[config.mk]
export PLATFORM = sky130hd
export DESIGN_NAME = command_line_splitter
export DESIGN_NICKNAME = d
export VERILOG_FILES = /design/src/design/cls_pkg.sv /design/src/design/command_line_splitter.sv /design/src/design/cls_front.sv /design/src/design/cls_queue.sv /design/src/design/cls_back.sv
export VERILOG_INCLUDE_DIRS = /design/src /design/src/design
export SDC_FILE = /design/constraint.sdc
export NUM_CORES = 1
export LEC_CHECK = 0
export BUFFER_PORTS_ARGS = -buffer_cell sky130_fd_sc_hd__buf_2
export CORE_AREA = 2 2 157 159
export CTS_CLUSTER_SIZE = 30
export DETAILED_ROUTE_END_ITERATION = 6
export DIE_AREA = 0 0 159 161
export PLACE_DENSITY = 0.82
export SYNTH_ARGS = -nofsm -noshare
export SYNTH_HDL_FRONTEND = slang
export SYNTH_SLANG_ARGS = --single-unit
[constraint.sdc]
create_clock -name i_clk -period 6.8 [get_ports i_clk]
set_input_delay 1.36 -clock i_clk [delete_from_list [all_inputs] [get_ports i_clk]]
set_output_delay 1.36 -clock i_clk [all_outputs]
set_load 0.01 [all_outputs]
[src/design/command_line_splitter_assert.svh]
// assertion macros for the command line splitter
`ifndef COMMAND_LINE_SPLITTER_ASSERT_SVH
`define COMMAND_LINE_SPLITTER_ASSERT_SVH

`ifndef ASSERT_OFF
// checked only while out of reset
`define CLS_ASSERT(lbl, prop) \
    lbl: assert property (@(posedge i_clk) disable iff (!i_rst_n) prop) \
        else $error("command_line_splitter: assertion failed");
// checked on every edge, reset included
`define CLS_ASSERT_ALWAYS(lbl, prop) \
    lbl: assert property (@(posedge i_clk) prop) \
        else $error("command_line_splitter: assertion failed");
`else
`define CLS_ASSERT(lbl, prop)
`define CLS_ASSERT_ALWAYS(lbl, prop)
`endif

`endif

[src/design/cls_pkg.sv]
`timescale 1ns / 1ps

package cls_pkg;

    localparam int RUN_BITS_DEF   = 10;
    localparam int COUNT_BITS_DEF = 16;

    // fixed widths of the result fields
    localparam int RUN_OUT_W  = 10;
    localparam int ARG_OUT_W  = 16;
    localparam int CHAR_OUT_W = 17;

    localparam int QUEUE_DEPTH = 4;

    localparam logic [7:0] CH_BSLASH = 8'd92;
    localparam logic [7:0] CH_QUOTE  = 8'd34;
    localparam logic [7:0] CH_TAB    = 8'd9;
    localparam logic [7:0] CH_NL     = 8'd10;
    localparam logic [7:0] CH_SPACE  = 8'd32;

    typedef enum logic [1:0] {
        KIND_BYTE = 2'd0,
        KIND_END  = 2'd1,
        KIND_RUN  = 2'd2,
        KIND_SUM  = 2'd3
    } t_kind;

    // second piece of a queued command
    typedef enum logic [1:0] {
        SEC_NONE,
        SEC_BYTE,
        SEC_END
    } t_sec;

    typedef struct packed {
        logic [7:0] text_byte;
        logic       end_of_text;
    } t_in;

    typedef struct packed {
        t_kind                  kind;
        logic [7:0]             data_byte;
        logic [RUN_OUT_W-1:0]   run_length;
        logic                   run_saturated;
        logic [ARG_OUT_W-1:0]   arg_total;
        logic [CHAR_OUT_W-1:0]  char_total;
        logic                   final_of_run;
    } t_res;

    // up to three results of one input transaction: run, byte or end, summary
    typedef struct packed {
        logic                   has_run;
        logic [RUN_OUT_W-1:0]   run_len;
        logic                   run_sat;
        t_sec                   sec;
        logic [7:0]             sec_byte;
        logic                   has_sum;
        logic [ARG_OUT_W-1:0]   arg_total;
        logic [CHAR_OUT_W-1:0]  char_total;
    } t_cmd;

endpackage

[src/design/command_line_splitter.sv]
// a result passes from the front through the command queue and then the registered output stage to o_result
// throughput: one input byte per cycle while each byte gives at most one result and i_stall is low;
// a byte that gives several results (up to 3) holds the result side until all of them are out
// a four-entry command queue lets the input side run ahead of the result side
// reset: i_rst_n low at a rising edge clears the parser state, totals, queue and o_valid
`timescale 1ns / 1ps
`include "command_line_splitter_assert.svh"

module command_line_splitter import cls_pkg::*; #(
    parameter int RUN_BITS   = RUN_BITS_DEF,
    parameter int COUNT_BITS = COUNT_BITS_DEF
) (
    input  logic i_clk,
    input  logic i_rst_n,
    // input channel
    input  logic i_valid,
    output logic o_stall,
    input  t_in  i_item,
    // result channel
    output logic o_valid,
    input  logic i_stall,
    output t_res o_result
);

    logic q_push;
    logic q_pop;
    logic q_full;
    logic q_empty;
    logic in_accept;
    t_cmd front_cmd;
    t_cmd q_head;

    // input side stalls only when the command queue has no free entry
    assign o_stall   = q_full;
    assign in_accept = i_valid && !q_full;

    // front: classifies each byte, keeps quoting, backslash run and totals,
    // and turns the transaction into one command of up to three results
    cls_front #(
        .RUN_BITS   (RUN_BITS),
        .COUNT_BITS (COUNT_BITS)
    ) u_front (
        .i_clk    (i_clk),
        .i_rst_n  (i_rst_n),
        .i_accept (in_accept),
        .i_item   (i_item),
        .o_push   (q_push),
        .o_cmd    (front_cmd)
    );

    // short queue between the two sides, bytes that give no result skip it
    cls_queue u_queue (
        .i_clk   (i_clk),
        .i_rst_n (i_rst_n),
        .i_push  (q_push),
        .i_cmd   (front_cmd),
        .i_pop   (q_pop),
        .o_head  (q_head),
        .o_full  (q_full),
        .o_empty (q_empty)
    );

    // back: expands the head command into results, one per cycle while i_stall is low,
    // through a registered output stage
    cls_back u_back (
        .i_clk    (i_clk),
        .i_rst_n  (i_rst_n),
        .i_head   (q_head),
        .i_empty  (q_empty),
        .o_pop    (q_pop),
        .o_valid  (o_valid),
        .i_stall  (i_stall),
        .o_result (o_result)
    );

    // a command is never written into a full queue
    `CLS_ASSERT(a_no_push_full, q_push |-> !q_full)
    // the line summary always closes the results of its transaction
    `CLS_ASSERT(a_sum_final, (o_valid && o_result.kind == KIND_SUM) |-> o_result.final_of_run)
    // with nothing queued and nothing shown, no result can appear
    `CLS_ASSERT(a_idle_quiet, (q_empty && !o_valid) |=> !o_valid)
    // reset empties the result stage
    `CLS_ASSERT_ALWAYS(a_reset_clears, !i_rst_n |=> !o_valid)

endmodule

[src/design/cls_front.sv]
`timescale 1ns / 1ps

module cls_front import cls_pkg::*; #(
    parameter int RUN_BITS   = RUN_BITS_DEF,
    parameter int COUNT_BITS = COUNT_BITS_DEF
) (
    input  logic i_clk,
    input  logic i_rst_n,
    input  logic i_accept,
    input  t_in  i_item,
    output logic o_push,
    output t_cmd o_cmd
);

    localparam int BYTE_BITS = COUNT_BITS + 1;
    localparam int SUM_W     = ((BYTE_BITS > RUN_BITS) ? BYTE_BITS : RUN_BITS) + 1;
    localparam logic [RUN_BITS-1:0]   RUN_MAX  = {RUN_BITS{1'b1}};
    localparam logic [COUNT_BITS-1:0] ARG_MAX  = {COUNT_BITS{1'b1}};
    localparam logic [BYTE_BITS-1:0]  BYTE_MAX = {BYTE_BITS{1'b1}};

    logic                  r_quoting, n_quoting;
    logic                  r_inside, n_inside;
    logic                  r_pending, n_pending;
    logic [RUN_BITS-1:0]   r_run, n_run;
    logic                  r_ovf, n_ovf;
    logic [COUNT_BITS-1:0] r_argc, n_argc;
    logic [BYTE_BITS-1:0]  r_bytes, n_bytes;

    logic [7:0]            b;
    logic                  eot;
    logic                  is_ws;
    logic                  do_inside;
    logic                  q_eff;
    logic [RUN_BITS-1:0]   len;
    logic                  has_run;
    t_sec                  sec;
    logic [7:0]            sec_byte;
    logic [SUM_W-1:0]      bytes_sum;
    logic [BYTE_BITS-1:0]  bytes_sat;
    logic [COUNT_BITS-1:0] arg_next;

    assign b     = i_item.text_byte;
    assign eot   = i_item.end_of_text;
    assign is_ws = (b == CH_SPACE) || (b == CH_TAB) || (b == CH_NL);

    always_comb begin
        n_quoting = r_quoting;
        n_inside  = r_inside;
        n_pending = r_pending;
        n_run     = r_run;
        n_ovf     = r_ovf;
        n_argc    = r_argc;
        len       = '0;
        has_run   = 1'b0;
        sec       = SEC_NONE;
        sec_byte  = '0;
        do_inside = 1'b0;
        q_eff     = r_quoting;
        if (eot) begin
            if (r_inside) begin
                len     = r_run;
                has_run = (r_run != '0);
                sec     = SEC_END;
            end
            n_quoting = 1'b0;
            n_inside  = 1'b0;
            n_pending = 1'b0;
            n_run     = '0;
            n_ovf     = 1'b0;
            n_argc    = '0;
        end else if (r_pending) begin
            n_pending = 1'b0;
            if (b == CH_QUOTE) begin
                sec      = SEC_BYTE;
                sec_byte = CH_QUOTE;
            end else begin
                n_quoting = 1'b0;
                q_eff     = 1'b0;
                do_inside = 1'b1;
            end
        end else if (!r_inside) begin
            if (!is_ws) begin
                if (r_argc != ARG_MAX) begin
                    n_argc = r_argc + 1'b1;
                end
                n_inside  = 1'b1;
                do_inside = 1'b1;
            end
        end else begin
            do_inside = 1'b1;
        end

        if (do_inside) begin
            if (b == CH_BSLASH) begin
                if (r_run == RUN_MAX) begin
                    n_ovf = 1'b1;
                end else begin
                    n_run = r_run + 1'b1;
                end
            end else if (b == CH_QUOTE) begin
                len     = r_run >> 1;
                has_run = ((r_run >> 1) != '0);
                n_run   = '0;
                n_ovf   = 1'b0;
                if (!r_run[0]) begin
                    if (q_eff) begin
                        n_pending = 1'b1;
                    end else begin
                        n_quoting = 1'b1;
                    end
                end else begin
                    sec      = SEC_BYTE;
                    sec_byte = CH_QUOTE;
                end
            end else begin
                len     = r_run;
                has_run = (r_run != '0);
                n_run   = '0;
                n_ovf   = 1'b0;
                if (b == CH_NL || (!q_eff && (b == CH_SPACE || b == CH_TAB))) begin
                    sec      = SEC_END;
                    n_inside = 1'b0;
                end else begin
                    sec      = SEC_BYTE;
                    sec_byte = b;
                end
            end
        end
    end

    // saturating byte total, run and byte or end added together
    assign bytes_sum = SUM_W'(r_bytes) + SUM_W'(len) + SUM_W'(sec != SEC_NONE);
    assign bytes_sat = (bytes_sum > SUM_W'(BYTE_MAX)) ? BYTE_MAX : BYTE_BITS'(bytes_sum);
    assign n_bytes   = eot ? '0 : bytes_sat;
    assign arg_next  = (r_argc == ARG_MAX) ? r_argc : r_argc + 1'b1;

    always_comb begin
        o_cmd.has_run    = has_run;
        o_cmd.run_len    = RUN_OUT_W'(len);
        o_cmd.run_sat    = r_ovf;
        o_cmd.sec        = sec;
        o_cmd.sec_byte   = sec_byte;
        o_cmd.has_sum    = eot;
        o_cmd.arg_total  = ARG_OUT_W'(arg_next);
        o_cmd.char_total = CHAR_OUT_W'(bytes_sat);
    end

    assign o_push = i_accept && (has_run || (sec != SEC_NONE) || eot);

    always_ff @(posedge i_clk) begin
        if (!i_rst_n) begin
            r_quoting <= 1'b0;
            r_inside  <= 1'b0;
            r_pending <= 1'b0;
            r_run     <= '0;
            r_ovf     <= 1'b0;
            r_argc    <= '0;
            r_bytes   <= '0;
        end else if (i_accept) begin
            r_quoting <= n_quoting;
            r_inside  <= n_inside;
            r_pending <= n_pending;
            r_run     <= n_run;
            r_ovf     <= n_ovf;
            r_argc    <= n_argc;
            r_bytes   <= n_bytes;
        end
    end

endmodule

[src/design/cls_queue.sv]
`timescale 1ns / 1ps

module cls_queue import cls_pkg::*; (
    input  logic i_clk,
    input  logic i_rst_n,
    input  logic i_push,
    input  t_cmd i_cmd,
    input  logic i_pop,
    output t_cmd o_head,
    output logic o_full,
    output logic o_empty
);

    localparam int PTR_W = (QUEUE_DEPTH > 1) ? $clog2(QUEUE_DEPTH) : 1;
    localparam int CNT_W = $clog2(QUEUE_DEPTH + 1);

    t_cmd             r_mem [QUEUE_DEPTH];
    logic [PTR_W-1:0] r_wr, n_wr;
    logic [PTR_W-1:0] r_rd, n_rd;
    logic [CNT_W-1:0] r_count, n_count;
    logic             do_push;
    logic             do_pop;

    assign o_full  = (r_count == CNT_W'(QUEUE_DEPTH));
    assign o_empty = (r_count == '0);
    assign o_head  = r_mem[r_rd];
    assign do_push = i_push && !o_full;
    assign do_pop  = i_pop && !o_empty;

    always_comb begin
        n_wr    = r_wr;
        n_rd    = r_rd;
        n_count = r_count;
        if (do_push) begin
            n_wr = (r_wr == PTR_W'(QUEUE_DEPTH - 1)) ? '0 : r_wr + 1'b1;
        end
        if (do_pop) begin
            n_rd = (r_rd == PTR_W'(QUEUE_DEPTH - 1)) ? '0 : r_rd + 1'b1;
        end
        if (do_push && !do_pop) begin
            n_count = r_count + 1'b1;
        end else if (do_pop && !do_push) begin
            n_count = r_count - 1'b1;
        end
    end

    always_ff @(posedge i_clk) begin
        if (!i_rst_n) begin
            r_wr    <= '0;
            r_rd    <= '0;
            r_count <= '0;
        end else begin
            r_wr    <= n_wr;
            r_rd    <= n_rd;
            r_count <= n_count;
        end
    end

    always_ff @(posedge i_clk) begin
        if (do_push) begin
            r_mem[r_wr] <= i_cmd;
        end
    end

endmodule

[src/design/cls_back.sv]
`timescale 1ns / 1ps

module cls_back import cls_pkg::*; (
    input  logic i_clk,
    input  logic i_rst_n,
    input  t_cmd i_head,
    input  logic i_empty,
    output logic o_pop,
    output logic o_valid,
    input  logic i_stall,
    output t_res o_result
);

    logic [2:0] r_done, n_done;
    logic       r_valid;
    t_res       r_res, n_res;
    logic [2:0] pieces;
    logic [2:0] remain;
    logic [2:0] pick;
    logic       last;
    logic       can_load;

    assign can_load = !r_valid || !i_stall;
    assign pieces   = {i_head.has_sum, i_head.sec != SEC_NONE, i_head.has_run};
    assign remain   = pieces & ~r_done;
    assign pick     = remain[0] ? 3'b001 : (remain[1] ? 3'b010 : 3'b100);
    assign last     = ((remain & ~pick) == 3'b000);
    assign o_pop    = can_load && !i_empty && last;

    always_comb begin
        n_done = r_done;
        if (can_load && !i_empty) begin
            n_done = last ? 3'b000 : (r_done | pick);
        end
    end

    always_comb begin
        n_res               = '0;
        n_res.final_of_run  = last;
        if (pick[0]) begin
            n_res.kind          = KIND_RUN;
            n_res.data_byte     = CH_BSLASH;
            n_res.run_length    = i_head.run_len;
            n_res.run_saturated = i_head.run_sat;
        end else if (pick[1]) begin
            if (i_head.sec == SEC_END) begin
                n_res.kind = KIND_END;
            end else begin
                n_res.kind      = KIND_BYTE;
                n_res.data_byte = i_head.sec_byte;
            end
        end else begin
            n_res.kind       = KIND_SUM;
            n_res.arg_total  = i_head.arg_total;
            n_res.char_total = i_head.char_total;
        end
    end

    always_ff @(posedge i_clk) begin
        if (!i_rst_n) begin
            r_valid <= 1'b0;
            r_done  <= 3'b000;
        end else begin
            r_done <= n_done;
            if (can_load) begin
                r_valid <= !i_empty;
            end
        end
    end

    always_ff @(posedge i_clk) begin
        if (can_load && !i_empty) begin
            r_res <= n_res;
        end
    end

    assign o_valid  = r_valid;
    assign o_result = r_res;

endmodule

==> summary.txt, run 1 <==
Run status
  – Status: completed

Hold path
  – Hold crit path type: reg2reg
  – Hold Path Cell Cnt: 2

Drt
  – Routed WL: 29360 um
  – Post-route ant nets: 0
  – Drc violations: 0
  – DR iter-0 viols: between 900 and 1000
  – Routed via count: 8543
  – Via density: between 6 and 7
  – First-pass DRT Iterations: 5
  – Routed len/inst: ~21 um

Setup path
  – Crit path arrival time: 5.40 ns
  – CP required: between 7 and 8 ns
  – Worst Path Max Fanout: 8
  – CP Capture Type: flip-flop
  – Worst-path cell chain: buf_2 -> nor4_4 -> nand2_1 -> nor3_2 -> inv_1 -> o21ai_0 -> fa_1 -> inv_1 -> fa_1 -> nor2b_1 -> o2111ai_1 -> a31oi_1 -> o21ai_0 -> xor2_1 -> nand2_1
  – Crit path kind: in2reg
  – Reg2Reg Depth: 12
  – Crit-path max cell delay: 0.48 ns
  – CP Launch Type: input pin
  – Slowest stage cell, crit path: o21ai_0

Timing
  – Final Max Slew Viols: 0
  – Fin crit period: 5.177 ns
  – Slew @ Worst Pin: between 0.9 and 1 ns
  – RSZ-0062 raised after global routing: no
  – Hold Violations, Final: 0
  – Setup TNS: 0 ns
  – Fmax: 0.1932 GHz
  – Slew margin rel.: 38.29%
  – Setup violators final: 0
  – Final Cycle Share: around 76%
  – Clk_skew: 0.03156 ns

Run
  – Max_cap viols: 0

Synth
  – Mapped Nets: 1011
  – Ys flop type: edfxtp_1
  – EDFF count, synth: between 200 and 300
  – Average size of a mapped cell: 14.78 sq um
  – Synth unique cells: 73
  – Post-synth top area share: between 50% and 60%
  – Synth warn: 0
  – Share of the yosys chip area belonging to registers: 66.35%
  – Synth cell count leaders: 279 x edfxtp_1, 92 x nand2_1, 60 x dfxtp_1
  – Synthesized netlist cell count: 977
  – Async set or reset register ratio after synthesis: 0%
  – Area of the mapped netlist: about 14000 sq um
  – Most frequent cell after synthesis: edfxtp_1
  – Synth area leader: edfxtp_1
  – Largest cells by area after synthesis: edfxtp_1 58%, mux4_2 8.6%, dfxtp_1 8.3%
  – Yosys reg bits: 339

Layout
  – P&R area growth vs syn: 12.48%
  – Finished Layout Cells: roughly 1400
  – NumNets Final: 1087
  – Layout cells sized above 1: 21.41%
  – Final core utilization: 67.77%
  – Diode count: 0
  – Filler instances: about 1600
  – Post-layout instance area: 16240 sq um

Floorplan
  – Starting Density: 60.25%
  – Core area: ~24000 sq um
  – FP Rows: 57
  – Io pins: 70
  – Die W: 159 um
  – Die area: 25600 sq um
  – Die H: 161 um

Placed design
  – RePlAce Congestion: around 0.90
  – Cells after DPL: 1341
  – Count of port buffers added during placement: 69
  – Placed instance area: around 15000 sq um
  – Dpl hpwl: 18280 um

Global routing
  – Vias in the first global route: 8560
  – GRT Util Overall: about a quarter
  – Largest net degree at the start of global routing: roughly 60
  – Initial antenna violation count: 1
  – Total gr overflow: 0
  – First-pass GRT wire length: about 47000 um

Power and ir drop
  – PwrDens: 353.2 nW/um^2
  – LEAKAGE: 5.822 nW
  – Total power: between 5 and 6 mW
  – VDD IR max: 0.0004929 V

CTS
  – Clock net sink count: 339
  – Total clock buffers created by CTS: 34
  – CTS H-tree lvls: 2
  – CTS Root Cell: clkbuf_16
  – Post_cts resized: 0
  – Clk buf depth: 3
  – Clock latency at the later pin of the worst-skew pair: 0.53 ns
  – # hold bufs at CTS: 0
  – Clock-pin slew on the worst setup and hold paths: ~0.060 ns
  – Postcts setup bufs: 0
  – TritonCTS clock tree: yes
path summary, 6_finish.rpt:
kind,start,endpoint,slack [ns]
worst min-delay path,u_back.r_done[2],u_back.r_done[2],0.44
worst max register to register,u_front.r_pending,u_front.r_bytes[3],2.36
worst min register to register,u_back.r_done[2],u_back.r_done[2],0.44
worst max-delay path,i_item[3],u_queue.r_mem[1][12],1.62
stage by stage:
step,setup WS [ns],hold WS [ns]
after floorplan,0.9346,0.4123
after global placement,1.344,0.4200
after detailed placement,1.178,0.4325
after CTS,1.715,0.4428
after global routing,1.297,0.4654
final,1.623,0.4407
per-layer routing:
metal | vias up | part of all wire, % | track usage, %
li1 | 3899 | - | -
met1 | 4269 | 42 | 31.86
met2 | 319 | 50 | 39.68
met3 | 56 | 5.8 | 2.773
met4 | 0 | 2.7 | 8.058
met5 | - | 0 | 0
report_power, final:
part           switching [mW]  internal [mW]
clock network           0.770           1.08
logic                   0.651          0.447
registers               0.129           2.66
flip-flops by register name, summed over array words and instances (netlist names), 3 cells and up, named ones only:
register and count:
u_back.r_done 3, u_queue.r_count 3, u_front.r_argc 16, u_back.o_result 55, u_front.r_run 10, u_front.r_bytes 17, u_queue.r_mem 224
cell type report:
type                            count  area (sq um)  share of cell area (%)
Clock inverter                     20         181.4                   1.117
Sequential cell                   339          9584                   59.02
Timing Repair Buffer               82         442.9                   2.727
Inverter                           30         112.6                  0.6934
Tap cell                          324         405.4                   2.496
Clock buffer                       42         952.2                   5.863
Multi-Input combinational cell    566          4561                   28.08
cell families (layout without fill, tap and decap cells):
kind of cell / Yosys count / count (layout) / share of synthesized area (%)
muxes: 63 / 63 / 9.152
and+or+nand+nor: 294 / 294 / 10.99
AOI/OAI and AO/OA: 165 / 165 / 7.965
DFF: 339 / 339 / 66.35
xor gates and xnor gates: 23 / 23 / 1.395
buffers and inverters: 72 / 174 / 2.175
adders and majority gates: 21 / 21 / 1.976
critical path, delay by kind of cell:
kind / cells / cell delay (ns)
buf+inv: 3 / 0.35
xor+xnor: 1 / 0.19
simple gates: 5 / 1.47
fa+ha+maj: 2 / 0.73
compound gates: 4 / 1.29
layout by cell type, fill, tap and decap left out, types with 6 or more instances in the layout:
cell type / n
nor2b_1: 55
inv_1: 30
dfxtp_1: 58
clkinv_2: 12
nand2b_1: 9
clkbuf_16: 35
buf_2: 69
nand4_1: 7
buf_4: 13
o21ai_0: 43
and3_1: 9
or3_1: 7
ha_1: 18
and2_1: 16
xor2_1: 14
nand3_1: 23
o21ai_2: 9
a22o_1: 14
a21oi_1: 28
edfxtp_1: 279
nor3_1: 12
a21o_1: 14
nand2_1: 92
xnor2_1: 9
mux4_2: 55
nor2_1: 26
a31oi_1: 6
mux2i_1: 6
Note: power is estimated with default switching activity, not from simulation.
==> run 2: changes to the inputs <==
CORE_AREA = 2 2 166 168   (was 2 2 157 159)
DIE_AREA = 0 0 168 170   (was 0 0 159 161)
PLACE_DENSITY = 0.77   (was 0.82)
clock period = 4.4 ns   (was 6.8 ns; I/O delays follow)
==> summary.txt, run 2 (same netlist as run 1, synthesis figures left out) <==
CTS
  – Total clock buffers created by CTS: 35
  – Clock net sink count: 339
  – CTS H-tree lvls: 2
  – Clk buf depth: 3
  – Postcts setup bufs: 0
  – Clock latency at the later pin of the worst-skew pair: 0.51 ns
  – CTS Root Cell: clkbuf_16
  – Post_cts resized: 0
  – # hold bufs at CTS: 0
  – TritonCTS clock tree: yes
  – Clock-pin slew on the worst setup and hold paths: 0.06 ns

Power and ir drop
  – Total power: 8.796 mW
  – VDD IR max: 0.0006215 V
  – PwrDens: 534.6 nW/um^2
  – LEAKAGE: approximately 6 nW

Placed design
  – Dpl ws: -0.06897 ns
  – Dpl hpwl: 18460 um
  – RePlAce Congestion: 0.8941
  – Count of port buffers added during placement: 69

Layout
  – Filler instances: 1913
  – Layout cells sized above 1: 21.99%
  – Commonest cells after routing, fill and taps aside: 279 x edfxtp_1, 92 x nand2_1, 69 x buf_2, 58 x dfxtp_1
  – Largest Register: u_queue.r_mem
  – Most common cell after layout, fill and taps aside: edfxtp_1
  – P&R area growth vs syn: 13.96%
  – Diode count: 0
  – NumNets Final: between 1000 and 1500
  – Max reg flops: 224

Drt
  – Routed WL: between 20000 and 30000 um
  – DR iter-0 viols: 842
  – Post-route ant nets: 0
  – Via density: a little under 6
  – Drc violations: 0
  – First-pass DRT Iterations: 5
  – Routed len/inst: 20.44 um
  – Routed via count: 8576

Timing
  – Final Max Slew Viols: 0
  – Clk_skew: 0.009779 ns
  – Setup violators final: 0
  – Final WS setup: 0.3122 ns
  – Fmax: 0.2446 GHz
  – Hold Violations, Final: 0
  – Slew @ Worst Pin: 0.8890 ns
  – RSZ-0062 raised after global routing: no
  – Hold slack: 0.4314 ns
  – Slew margin rel.: 40.73%
  – Final Cycle Share: roughly 93%
  – Fin crit period: between 4 and 5 ns

Global routing
  – Total gr overflow: 0
  – GRT Util Overall: 20.98%
  – First-pass GRT wire length: between 40000 and 50000 um
  – Largest net degree at the start of global routing: 61
  – Initial antenna violation count: 0
  – Vias in the first global route: roughly 8300

Floorplan
  – Starting Density: 54.17%
  – Core area: 26650 sq um
  – FP Rows: 60
  – Die H: 170 um
  – Io pins: 70
  – Die area: 28560 sq um
  – Die W: approximately 170 um

Run
  – Max_cap viols: 0

Setup path
  – Worst Path Max Fanout: 7
  – CP required: roughly 4.6 ns
  – Crit path kind: in2reg
  – Crit path arrival time: 4.32 ns
  – Worst-path cell chain: buf_2 -> nor4b_1 -> a41o_1 -> a31oi_1 -> a22o_1 -> nand2_1 -> o21ai_0 -> fa_1 -> inv_1 -> fa_1 -> nor2b_1 -> o2111ai_1 -> a31oi_1 -> buf_4 -> o21ai_0 -> xor2_1 -> nand2_1
  – Slowest stage cell, crit path: nor4b_1
  – CP Launch Type: input pin
  – Crit-path max cell delay: 0.49 ns
  – CP Capture Type: flip-flop

Hold path
  – Hold crit path type: reg2reg

Run status
  – Status: completed
[run 2: cell types whose count changed in the layout (fill, tap and decap cells not counted), sizes merged]
| cell | previous run | this run |
|---|---|---|
| clkinvlp | 1 | 5 |
| clkbuf | 42 | 44 |
| inv | 30 | 31 |
| buf | 82 | 109 |
| clkinv | 17 | 9 |
[run 2: area by class of cell]
| class | count | area [sq um] | share of cell area [%] |
|---|---|---|---|
| clock buffers | 44 | 909.6 | 5.529 |
| clock inverters | 17 | 138.9 | 0.8441 |
| inverters | 30 | 112.6 | 0.6844 |
| multi-input cells | 566 | 4561 | 27.72 |
| flip-flops and latches | 339 | 9584 | 58.25 |
| well taps | 341 | 426.7 | 2.593 |
| repair buffers | 109 | 720.7 | 4.380 |
[run 2: path summary, 6_finish.rpt]
kind / start / to / slack, ns / cells past startpoint
worst max-delay path: i_item[2] / u_queue.r_mem[2][14] / 0.31 / 17
worst min-delay path: u_back.r_done[2] / u_back.r_done[2] / 0.43 / 2
worst max register to register: u_front.r_pending / u_queue.r_mem[2][14] / 0.71 / 16
worst min register to register: u_back.r_done[2] / u_back.r_done[2] / 0.43 / 2
[run 2: worst max-delay path, delay by kind of cell]
kind	cells	cell delay [ns]
AOI/OAI and AO/OA	7	1.45
buffers and inverters	3	0.40
adders and majority gates	2	0.64
and+or+nand+nor	4	0.77
xor gates and xnor gates	1	0.17
[run 2: power by group]
| part | switching (mW) | internal, mW | total, mW |
|---|---|---|---|
| combinational | 1.02 | 0.718 | 1.74 |
| clock | 1.16 | 1.58 | 2.75 |
| sequential | 0.205 | 4.11 | 4.31 |
| total | 2.39 | 6.41 | 8.80 |
[run 2: stage by stage]
step           setup TNS, ns  utilization [%]  area, sq um  cells
2_1_floorplan              0                -        14440    977
3_3_place_gp               0            57.80        15400   1385
3_5_place_dp         -0.9541            57.80        15400   1385
4_1_cts                    0            61.74        16450   1446
5_1_grt                    0            61.74        16450   1446
6_report                   0            61.74        16450   1446
[run 2: routing by layer]
| layer | wire [um] | global-route usage [%] |
|---|---|---|
| met1 | 12970 | 29.86 |
| met2 | 13930 | 33.56 |
| met3 | 2033 | 4.000 |
| met4 | 620 | 5.784 |
| met5 | 0 | 0 |
